===== src/pip_pkg.sv =====
// Package for the point-in-polygon test core: sizes, opcodes and the
// edge walker state type. No dependencies.
package pip_pkg;
  localparam int MaxVertices = 64;
  localparam int CoordBits   = 16;
  localparam int QueueDepth  = 2;

  localparam logic OP_LOAD = 1'b0;
  localparam logic OP_TEST = 1'b1;

  typedef enum logic [1:0] {
    ST_IDLE,
    ST_READ,
    ST_WALK,
    ST_DONE
  } walk_state_t;
endpackage


===== src/pip_front.sv =====
// Front part: accepts items; loads update the polygon store and box, tests go
// into a two-entry queue toward the edge walker. Uses pip_pkg.
module pip_front #(
  parameter int CoordBits = pip_pkg::CoordBits
) (
  input  logic                 clk,
  input  logic                 rst,
  input  logic                 in_valid,
  output logic                 in_ready,
  input  logic                 op,
  input  logic [CoordBits-1:0] x,
  input  logic [CoordBits-1:0] y,
  output logic                 ld_en,
  output logic                 ld_start,
  output logic [CoordBits-1:0] ld_x,
  output logic [CoordBits-1:0] ld_y,
  output logic                 q_valid,
  input  logic                 q_ready,
  output logic [CoordBits-1:0] q_x,
  output logic [CoordBits-1:0] q_y,
  input  logic                 starts_polygon
);
  logic [CoordBits-1:0] qx [pip_pkg::QueueDepth];
  logic [CoordBits-1:0] qy [pip_pkg::QueueDepth];
  logic       wr_ptr, rd_ptr;
  logic [1:0] fill;
  logic       push, pop;

  // Loads must wait until all queued tests are done so they see the old polygon.
  assign in_ready = (op == pip_pkg::OP_LOAD) ? (fill == 2'd0 && q_ready)
                                             : (fill != 2'(pip_pkg::QueueDepth));
  assign push     = in_valid && in_ready && op == pip_pkg::OP_TEST;
  assign pop      = q_valid && q_ready;
  assign ld_en    = in_valid && in_ready && op == pip_pkg::OP_LOAD;
  assign ld_start = starts_polygon;
  assign ld_x     = x;
  assign ld_y     = y;
  assign q_valid  = fill != 2'd0;
  assign q_x      = qx[rd_ptr];
  assign q_y      = qy[rd_ptr];

  always_ff @(posedge clk) begin
    if (rst) begin
      wr_ptr <= 1'b0;
      rd_ptr <= 1'b0;
      fill   <= 2'd0;
    end else begin
      if (push) begin
        qx[wr_ptr] <= x;
        qy[wr_ptr] <= y;
        wr_ptr     <= ~wr_ptr;
      end
      if (pop) rd_ptr <= ~rd_ptr;
      fill <= fill + {1'b0, push} - {1'b0, pop};
    end
  end
endmodule


===== config.mk =====
export PLATFORM = sky130hd
export DESIGN_NAME = pip_front
export DESIGN_NICKNAME = d
export VERILOG_FILES = /design/src/pip_pkg.sv /design/src/pip_front.sv
export SDC_FILE = /design/constraint.sdc
export NUM_CORES = 1
export LEC_CHECK = 0
export ABC_AREA = 0
export BUFFER_PORTS_ARGS = -buffer_cell sky130_fd_sc_hd__buf_4
export CAP_MARGIN = 10
export CELL_PAD_IN_SITES_DETAIL_PLACEMENT = 1
export CELL_PAD_IN_SITES_GLOBAL_PLACEMENT = 1
export CORE_UTILIZATION = 43
export DETAILED_ROUTE_END_ITERATION = 8
export PLACE_DENSITY = 0.9
export SLEW_MARGIN = 20
export SYNTH_ARGS = -nofsm -noshare
export SYNTH_HDL_FRONTEND = slang
export SYNTH_SLANG_ARGS = --single-unit

===== constraint.sdc =====
create_clock -name clk -period 6.75 [get_ports clk]
set_input_delay 0.3375 -clock clk [delete_from_list [all_inputs] [get_ports clk]]
set_output_delay 0.3375 -clock clk [all_outputs]
set_load 0.01 [all_outputs]

==> flow_summary.ini, run 1 <==
[outcome]
status = finished, violations left
violations = DRC

[synth]
yosysWarnings = 0
syn-cell-area_um2 = 2953
syn_nets = 203
synth.distinct_cells = 23
ys_ff_latch = 69
yosysTopAreaCell = edfxtp_1
netlist.area_leader.share = 0.6508
yosysSeqAreaShare = 0.6847
netlist_top_cells_area = edfxtp_1 (65%), mux2_4 (16%), buf_4 (8.4%)
syn-instance-count = 163
postSynthAreaPerCell_um2 = 18.12

[cts]
cts_tree = done
clk-insertion-delay-late_ps = 320
clkTransAtPathRegs_ps = 70
clock_sinks = 69
cts_made_buffers = 9
post_cts_resized = 0
cts-root-buf = clkbuf_8
holdBufCountCts = 0
htreeDepth = 3
clockBufferDepth = 2
postCtsSetupBuffers = 0

[route]
drtIter0Drc = 62
drt-total-wl_um = 5367
drc = 8
via_per_inst = 4.823
antenna_violating_nets_post_route = 0
vias = 1553
wl_per_cell_um = 16.67
dr.pass1.iters = 8

[timing]
finalHoldViolCount = 0
worst_slack_ps = 4454
finClkSkew_ps = 5.800
fin_crit_sh = 0.3402
setup-violations-final = 0
whs_ps = 201.9
period_minus_slack_ps = 2296
relSlewSlack = 0.2925
fin_tns_setup_ps = 0
slew_violations = 0
rsz0062_at_grt = false
max_clock_freq_mhz = 435.5
tightest_slew_ps = 1061

[critical_path]
worst_ep_arrival_time_ps = 1960
slowest_delay_ps = 1030
r2r-end = qy[1][10]$_DFFE_PP_
cp_max_fo = 32
crit_path_cell_trace = mux2_2 > buf_4
cp_slowest_cell = dfxtp_2
crit_path_end_kind = output port
critical_path_required_ps = 6410
rrSetupSlack_ps = 4600
crit_path_end = q_x[15]
crit_path_start_kind = register
path_class = register to output port
rr_worst_depth = 4
timing.rr.start = fill[0]$_SDFF_PP0_

[place]
portBuffers = 103
place_congestion = 0.6903
placed_cells = 308
dp_hpwl_um = 3928
post-place-ws_ps = 4327

[power]
p_leak_nw = 1.522
p_per_area_nw_per_um2 = 305.3
irDropWorstVdd_mv = 0.2181

[cells_and_area]
antennaDiodeCount = 0
final_util = 0.5727
regArea_um2 = 2023
fin_nets = 282
drive_gt1_frac = 0.6327
syn_to_final_growth_pct = 25.97
fillers = 613
multiInputGateArea_um2 = 659.4
final_cells = 322

[global_route]
antenna_found_initial = 0
grt_usage = 0.1559
gr-total-overflow = 0
grt_pass1_vias = 1637
grt_pass1_wl_um = 8224
grt_start_max_net_pins = 33

[worst_hold_path]
hold_path.class = input port to register

[floorplan]
die_w_um = 84.87
pin_count = 106
start_util = 0.4546
core.rowCount = 29
dieArea_um2 = 7202
die_h_um = 84.87
core_area_um2 = 6495

[flow_run]
cap_violations = 0
==> flip-flops by register name, indices dropped and copies added, names as in the netlist, named ones only <==
name,cells
qx,32
wr_ptr,1
qy,32
fill,2
rd_ptr,1
==> synth_stat cells <==
master / n
nand2b_1: 1
mux2_2: 2
and4_1: 1
nor2b_1: 1
dfxtp_1: 5
o21a_2: 1
a21oi_1: 2
nor3b_1: 1
nand3_2: 1
buf_4: 33
buf_6: 3
xnor2_1: 1
or2_2: 1
nor3_1: 2
mux2_4: 31
inv_1: 2
buf_2: 1
and2b_1: 1
ha_1: 2
edfxtp_1: 64
xor2_1: 1
nor2_1: 5
and2_1: 1
==> layout by cell type (no fill, tap or decap) <==
cell type	netlist	routed
clkbuf_8	0	9
nor3_1	2	1
ha_1	2	2
dfxtp_2	0	1
edfxtp_1	64	64
and4_1	1	1
o21a_2	1	1
and2b_1	1	1
buf_4	33	105
mux2_2	2	2
inv_1	2	2
xnor2_1	1	1
mux2_4	31	31
nor2b_1	1	1
clkinv_2	0	2
clkinv_1	0	2
nor3_4	0	1
nand3_2	1	1
nor2_1	5	5
a21oi_1	2	2
xor2_1	1	1
dfxtp_1	5	4
and2_1	1	1
nor3b_4	0	1
or2_2	1	1
clkbuf_1	0	1
nand2b_1	1	1
==> metal layers <==
metal,track usage,up-vias,wire [µm],part of all wire
li1,-,720,-,-
met2,0.2779,73,2913,0.54
met1,0.1727,752,2069,0.39
met5,0,-,0,0
met4,0.07550,0,69,0.013
met3,0.04280,8,316,0.059
==> power by group <==
| part | internal (W) | switching [W] | leakage, nW |
|---|---|---|---|
| logic | 0.000207 | 0.000116 | 0.823 |
| clock network | 0.000126 | 0.000136 | 0.0768 |
| registers | 0.000497 | 0.0000547 | 0.622 |
| total | 0.000829 | 0.000306 | 1.52 |
==> worst max-delay path: cells and delay by family, from the launching register on <==
| family | cells | cell delay [ps] |
|---|---|---|
| muxes | 1 | 440 |
| buffers and inverters | 1 | 150 |
| DFF | 1 | 1030 |
==> worst min-delay path by stage <==
stage | start | endpoint | cells after the start
3_3_place_gp | rd_ptr$_SDFFE_PP0P_ | rd_ptr$_SDFFE_PP0P_ | 2
6_report | y[11] | qy[0][11]$_DFFE_PP_ | 1
2_1_floorplan | rst | fill[0]$_SDFF_PP0_ | 1
3_5_place_dp | rd_ptr$_SDFFE_PP0P_ | rd_ptr$_SDFFE_PP0P_ | 2
4_1_cts | y[11] | qy[0][11]$_DFFE_PP_ | 1
5_1_grt | x[3] | qx[1][3]$_DFFE_PP_ | 1
==> cells by family after synthesis <==
kind of cell             after synthesis  share of synthesized area
flip-flops                            69                     0.6847
buffers and inverters                 39                    0.09958
multiplexers                          33                     0.1653
AND/OR/NAND/NOR                       15                    0.02967
AO/OA/AOI/OAI                          3                   0.006357
XOR/XNOR                               2                   0.005933
adder cells (fa/ha/maj)                2                   0.008473
==> layout make-up <==
| cell class | instances | share of cell area |
|---|---|---|
| clock buffer | 10 | 0.03431 |
| clock inverter | 4 | 0.004709 |
| inverter | 2 | 0.002018 |
| multi-input combinational | 55 | 0.1773 |
| sequential | 69 | 0.5439 |
| tap | 77 | 0.02590 |
| timing repair buffer | 105 | 0.2119 |
==> per-stage QoR <==
step,instance area [µm²],total power [W]
2_1_floorplan,2953,0.0007579
3_3_place_gp,3562,0.0008742
3_5_place_dp,3562,0.0008880
4_1_cts,3707,0.001152
5_1_grt,3720,0.001189
6_report,3720,0.001136
Power figures use the tool's default switching activity.
==> inputs of run 2 (changes only) <==
--- a/config.mk
+++ b/config.mk
@@ -5,14 +5,14 @@
 export SDC_FILE = /design/constraint.sdc
 export NUM_CORES = 1
 export LEC_CHECK = 0
-export ABC_AREA = 0
+export ABC_AREA = 1
 export BUFFER_PORTS_ARGS = -buffer_cell sky130_fd_sc_hd__buf_4
 export CAP_MARGIN = 10
 export CELL_PAD_IN_SITES_DETAIL_PLACEMENT = 1
 export CELL_PAD_IN_SITES_GLOBAL_PLACEMENT = 1
-export CORE_UTILIZATION = 43
+export CORE_UTILIZATION = 36
 export DETAILED_ROUTE_END_ITERATION = 8
-export PLACE_DENSITY = 0.9
+export PLACE_DENSITY = 0.82
 export SLEW_MARGIN = 20
 export SYNTH_ARGS = -nofsm -noshare
 export SYNTH_HDL_FRONTEND = slang
==> constraint.sdc (replaced) <==
create_clock -name clk -period 2 [get_ports clk]
set_input_delay 0.1 -clock clk [delete_from_list [all_inputs] [get_ports clk]]
set_output_delay 0.1 -clock clk [all_outputs]
set_load 0.01 [all_outputs]
==> flow_summary.ini, run 2 <==
[critical_path]
path_class = register to output port
timing.rr.start = fill[0]$_SDFF_PP0_
worst_ep_arrival_time_ps = 1500
crit_path_end_kind = output port
r2r-end = fill[1]$_SDFF_PP0_
critical_path_required_ps = 1900
rrSetupSlack_ps = 410
crit_path_start_kind = register
rr_worst_depth = 10
cp_max_fo = 17

[timing]
relSlewSlack = 0.7865
tightest_slew_ps = 320.2
slew_violations = 0
worst_slack_ps = 396.3
finClkSkew_ps = 8.396
rsz0062_at_grt = false
finalHoldViolCount = 0
fin_tns_setup_ps = 0
max_clock_freq_mhz = 623.6
setup-violations-final = 0
whs_ps = 90.98
fin_crit_sh = 0.8018
period_minus_slack_ps = 1604

[global_route]
antenna_found_initial = 0
grt_pass1_vias = 1891
grt_pass1_wl_um = 9453
gr-total-overflow = 0
grt_usage = 0.1505
grt_start_max_net_pins = 19

[cts]
cts_made_buffers = 9
clk-insertion-delay-late_ps = 340
cts_tree = done
holdBufCountCts = 33
cts-root-buf = clkbuf_8
post_cts_resized = 0
clkTransAtPathRegs_ps = 70
clock_sinks = 69
postCtsSetupBuffers = 0
clockBufferDepth = 2
htreeDepth = 3

[synth]
yosysTopAreaCell = edfxtp_1
synth-async-reset-ratio = 0
synth.distinct_cells = 16
yosysSeqAreaShare = 0.6756
synth_top_flop_cell = edfxtp_1
yosysMostFrequentCell = edfxtp_1
postSynthAreaPerCell_um2 = 16.81
ys_ff_latch = 69
syn_nets = 218
netlist.area_leader.share = 0.6421
synthTopCellsByCount = edfxtp_1 (64), buf_4 (33), mux2_4 (30)
syn-cell-area_um2 = 2993
yosysWarnings = 0
netlist_top_cells_area = edfxtp_1 (64%), mux2_4 (15%), buf_4 (8.3%)
synth-edff-count = 64
syn-instance-count = 178

[route]
wl_met2_um = 3632
drtIter0Drc = 44
vias = 1758
dr.pass1.iters = 4
drc = 0
dr_wl_met3_um = 312
wl_per_cell_um = 15.35
via_per_inst = 4.373
drt-total-wl_um = 6172
antenna_violating_nets_post_route = 0
routed.top_layer = met4
wl_met1_um = 2174

[cells_and_area]
top_regs = qx (32), qy (32), fill (2)
antennaDiodeCount = 0
fillers = 783
final_cell_mix = buf_4 (110), edfxtp_1 (64), dlygate4sd3_1 (33)
final_util = 0.5293
syn_to_final_growth_pct = 39.51
final_cells = 402
drive_gt1_frac = 0.5367
fin_nets = 335
final_common_cell = buf_4

[floorplan]
start_util = 0.3794
core.rowCount = 32
dieArea_um2 = 8683
die_w_um = 93.18
core_area_um2 = 7888
pin_count = 106
die_h_um = 93.18

[worst_hold_path]
holdPathStages = 4
hold_path.class = input port to register
hp-start = q_ready

[place]
place_congestion = 0.6377
portBuffers = 103
dp_hpwl_um = 4235
placed_cells = 353
post-place-ws_ps = 399.8

[power]
irDropWorstVdd_mv = 0.6502
p_per_area_nw_per_um2 = 938.2
p_leak_nw = 1.741

[outcome]
status = complete, no violations

[flow_run]
cap_violations = 0
[run 2: changes by cell type after synthesis, moves of 2 or more]
cell,before,now
inv_1,2,12
buf_6,3,1
nor2_1,5,9
nand3_1,0,3
nand2_1,0,9
buf_12,0,3
[run 2: metrics by stage]
step / instance area [µm²] / total power (W)
after global routing: 4175 / 0.004120
after CTS: 4175 / 0.003966
after floorplan: 3007 / 0.002448
after global placement: 3647 / 0.002755
final: 4175 / 0.003917
after detailed placement: 3647 / 0.002798
[run 2: worst max-delay path, stage by stage, from the launching register on]
cell and delay [ps]:
dfxtp_2 330, buf_4 300, mux2_2 390, buf_4 150
[run 2: cells by family after synthesis]
logic type                 count (synthesis)  share of synthesized area
DFF                                       69                     0.6756
and+or+nand+nor                           23                    0.03135
muxes                                     32                     0.1580
buffers and inverters                     49                     0.1217
AOI/OAI and AO/OA                          3                   0.005015
adders and majority gates                  2                   0.008360
[run 2: how the worst max path moves through the flow]
stage / startpoint / end / slack (ps) / depth (start not counted)
after floorplan: fill[0]$_SDFF_PP0_ / qx[0][0]$_DFFE_PP_ / 70 / 4
after global placement: fill[0]$_SDFF_PP0_ / fill[1]$_SDFF_PP0_ / 530 / 10
after detailed placement: fill[0]$_SDFF_PP0_ / fill[1]$_SDFF_PP0_ / 400 / 10
after CTS: register / q_x[15] / 360 / 3
after global routing: fill[0]$_SDFF_PP0_ / fill[1]$_SDFF_PP0_ / 200 / 10
final: register / q_x[15] / 400 / 3
[run 2: power by group]
group | internal, W | switching (W)
combinational | 0.000605 | 0.000498
sequential | 0.00167 | 0.0000324
clock | 0.000579 | 0.000534
total | 0.00285 | 0.00106
[run 2: routing by layer]
metal,up-vias,GRT usage
met1,860,0.1466
li1,831,-
met4,0,0.03846
met3,6,0.05447
met2,61,0.2953
met5,-,0
[run 2: final cells by class]
cell class,count,area (µm²),area share
sequential,69,2023,0.4846
clock buffer,9,123.9,0.02967
inverter,12,45.04,0.01079
tap,102,127.6,0.03057
multi-input combinational,60,625.6,0.1498
clock inverter,7,73.82,0.01768
timing repair buffer,143,1156,0.2769
==> inputs of run 3 (changes only) <==
==> constraint.sdc (replaced) <==
create_clock -name clk -period 1.3 [get_ports clk]
set_input_delay 0.065 -clock clk [delete_from_list [all_inputs] [get_ports clk]]
set_output_delay 0.065 -clock clk [all_outputs]
set_load 0.01 [all_outputs]
==> flow_summary.ini, run 3 (synthesis results as in run 2) <==
[place]
dp_hpwl_um = 4166
dpl_cell_area_um2 = 3761
portBuffers = 103
place_congestion = 0.7260
post-place-ws_ps = -217.9

[critical_path]
critPathTopFamily = buffers and inverters
rrSetupSlack_ps = -160
cp_slowest_cell = dfxtp_2
timing.rr.start = fill[0]$_SDFF_PP0_
crit_path_start_kind = register
critical_path_required_ps = 1340
crit_path_end_kind = register
crit_top_cell = buf_6
slowest_delay_ps = 350
critPathBufInv = 4
critPathLaunch = fill[0]$_SDFF_PP0_
r2r-end = qy[0][15]$_DFFE_PP_
path_class = register to register
crit_path_end = qy[0][15]$_DFFE_PP_
rr_worst_depth = 7
crit_cells = 7
cp_max_fo = 8
worst_ep_arrival_time_ps = 1500
crit_path_cell_trace = inv_2 > nand2_4 > nand3_4 > buf_6 > nor2_4 > buf_6 > buf_8

[worst_hold_path]
hold_path.class = input port to register

[cells_and_area]
syn_to_final_growth_pct = 55.56
fillers = 738
antennaDiodeCount = 0
final_util = 0.5903
multiInputGateArea_um2 = 694.4
final_cell_mix = buf_4 (79), edfxtp_1 (64), buf_6 (39)
fin_nets = 353
regArea_um2 = 2028
drive_gt1_frac = 0.6038
final_common_cell = buf_4
fin_area_um2 = 4656
top_regs = qx (32), qy (32), fill (2)

[flow_run]
cap_violations = 0

[timing]
fin_crit_sh = 1.122
period_minus_slack_ps = 1459
setup-violations-final = 89
tightest_slew_ps = 270.7
fin_tns_setup_ps = -9045
slew_violations = 0
finalHoldViolCount = 0
max_clock_freq_mhz = 685.4
finClkSkew_ps = 8.885
rsz0062_at_grt = true
worst_slack_ps = -158.9
relSlewSlack = 0.8189

[cts]
clk-insertion-delay-late_ps = 330
cts_made_buffers = 9
cts_tree = done
clock_sinks = 69
cts-root-buf = clkbuf_8
htreeDepth = 3
clkTransAtPathRegs_ps = 60
clockBufferDepth = 2

[global_route]
gr-total-overflow = 0
grt_pass1_vias = 2045
grt_start_max_net_pins = 18
grt_usage = 0.1587
grt_pass1_wl_um = 10150
antenna_found_initial = 0

[route]
wl_per_cell_um = 16.53
vias = 1864
drc = 0
via_per_inst = 4.438
antenna_violating_nets_post_route = 0
drtIter0Drc = 41
drt-total-wl_um = 6942
dr.pass1.iters = 4

[floorplan]
core.rowCount = 32
die_h_um = 93.18
core_area_um2 = 7888
dieArea_um2 = 8683
start_util = 0.3794
die_w_um = 93.18
pin_count = 106

[power]
p_leak_nw = 1.926
p_per_area_nw_per_um2 = 1434
finalPower_w = 0.006678
irDropWorstVdd_mv = 0.5895

[outcome]
violations = setup timing
status = finished, violations left
==> run 3: cell types whose count changed in the layout (fill, tap and decap cells not counted), moves of 3 or more <==
cell | previous run | this run
clkbuf_16 | 0 | 3
buf_8 | 0 | 3
inv_2 | 0 | 5
buf_4 | 110 | 79
inv_1 | 12 | 7
buf_6 | 0 | 39
==> run 3: how the worst min path moves through the flow <==
stage                               end      startpoint  cells past startpoint  slack (ps)
global placement               ld_start  starts_polygon                      0         130
CTS                            register         q_ready                      4          40
floorplan            fill[0]$_SDFF_PP0_             rst                      1         130
global route        rd_ptr$_SDFFE_PP0P_         q_ready                      4          60
detailed placement             ld_start  starts_polygon                      0         130
finish              rd_ptr$_SDFFE_PP0P_         q_ready                      4          70
==> run 3: metal layers <==
metal,share of wire,GRT usage
met4,0.013,0.04359
met3,0.037,0.04472
met5,0,0
met2,0.57,0.3094
met1,0.38,0.1632
==> run 3: worst register-to-register path: stages (launching register included) <==
cell	delay, ps
dfxtp_2	350
inv_2	50
nand2_4	60
nand3_4	100
buf_6	150
nor2_4	170
buf_6	150
buf_8	140
==> run 3: layout make-up <==
type / instances / share of cell area
Multi-Input combinational cell: 60 / 0.1492
Sequential cell: 69 / 0.4356
Clock buffer: 11 / 0.02822
Inverter: 12 / 0.009675
Clock inverter: 5 / 0.01102
Tap cell: 102 / 0.02741
Timing Repair Buffer: 161 / 0.3389
==> run 3: through the flow <==
stage / cells / hold slack [ps]
after floorplan: 178 / 128.8
after global placement: 356 / 130.2
after detailed placement: 356 / 130.2
after CTS: 420 / 43.06
after global routing: 420 / 61.58
final: 420 / 66.44
==> run 3: repair_timing <==
| action | CTS | global route |
|---|---|---|
| buffers inserted | 11 | 3 |
| hold buffers | 33 | 0 |
| endpoints found under the setup margin | 98 | 100 |
| gates resized for setup | 54 | 15 |
| endpoints found under the hold margin | 65 | 0 |
| cloned | 4 | 4 |
| pin swaps | 5 | 5 |
==> run 3: where the power goes <==
part	switching (W)	internal [W]
registers	0.0000963	0.00258
clock network	0.000757	0.000875
logic	0.000947	0.00142
total	0.00180	0.00488
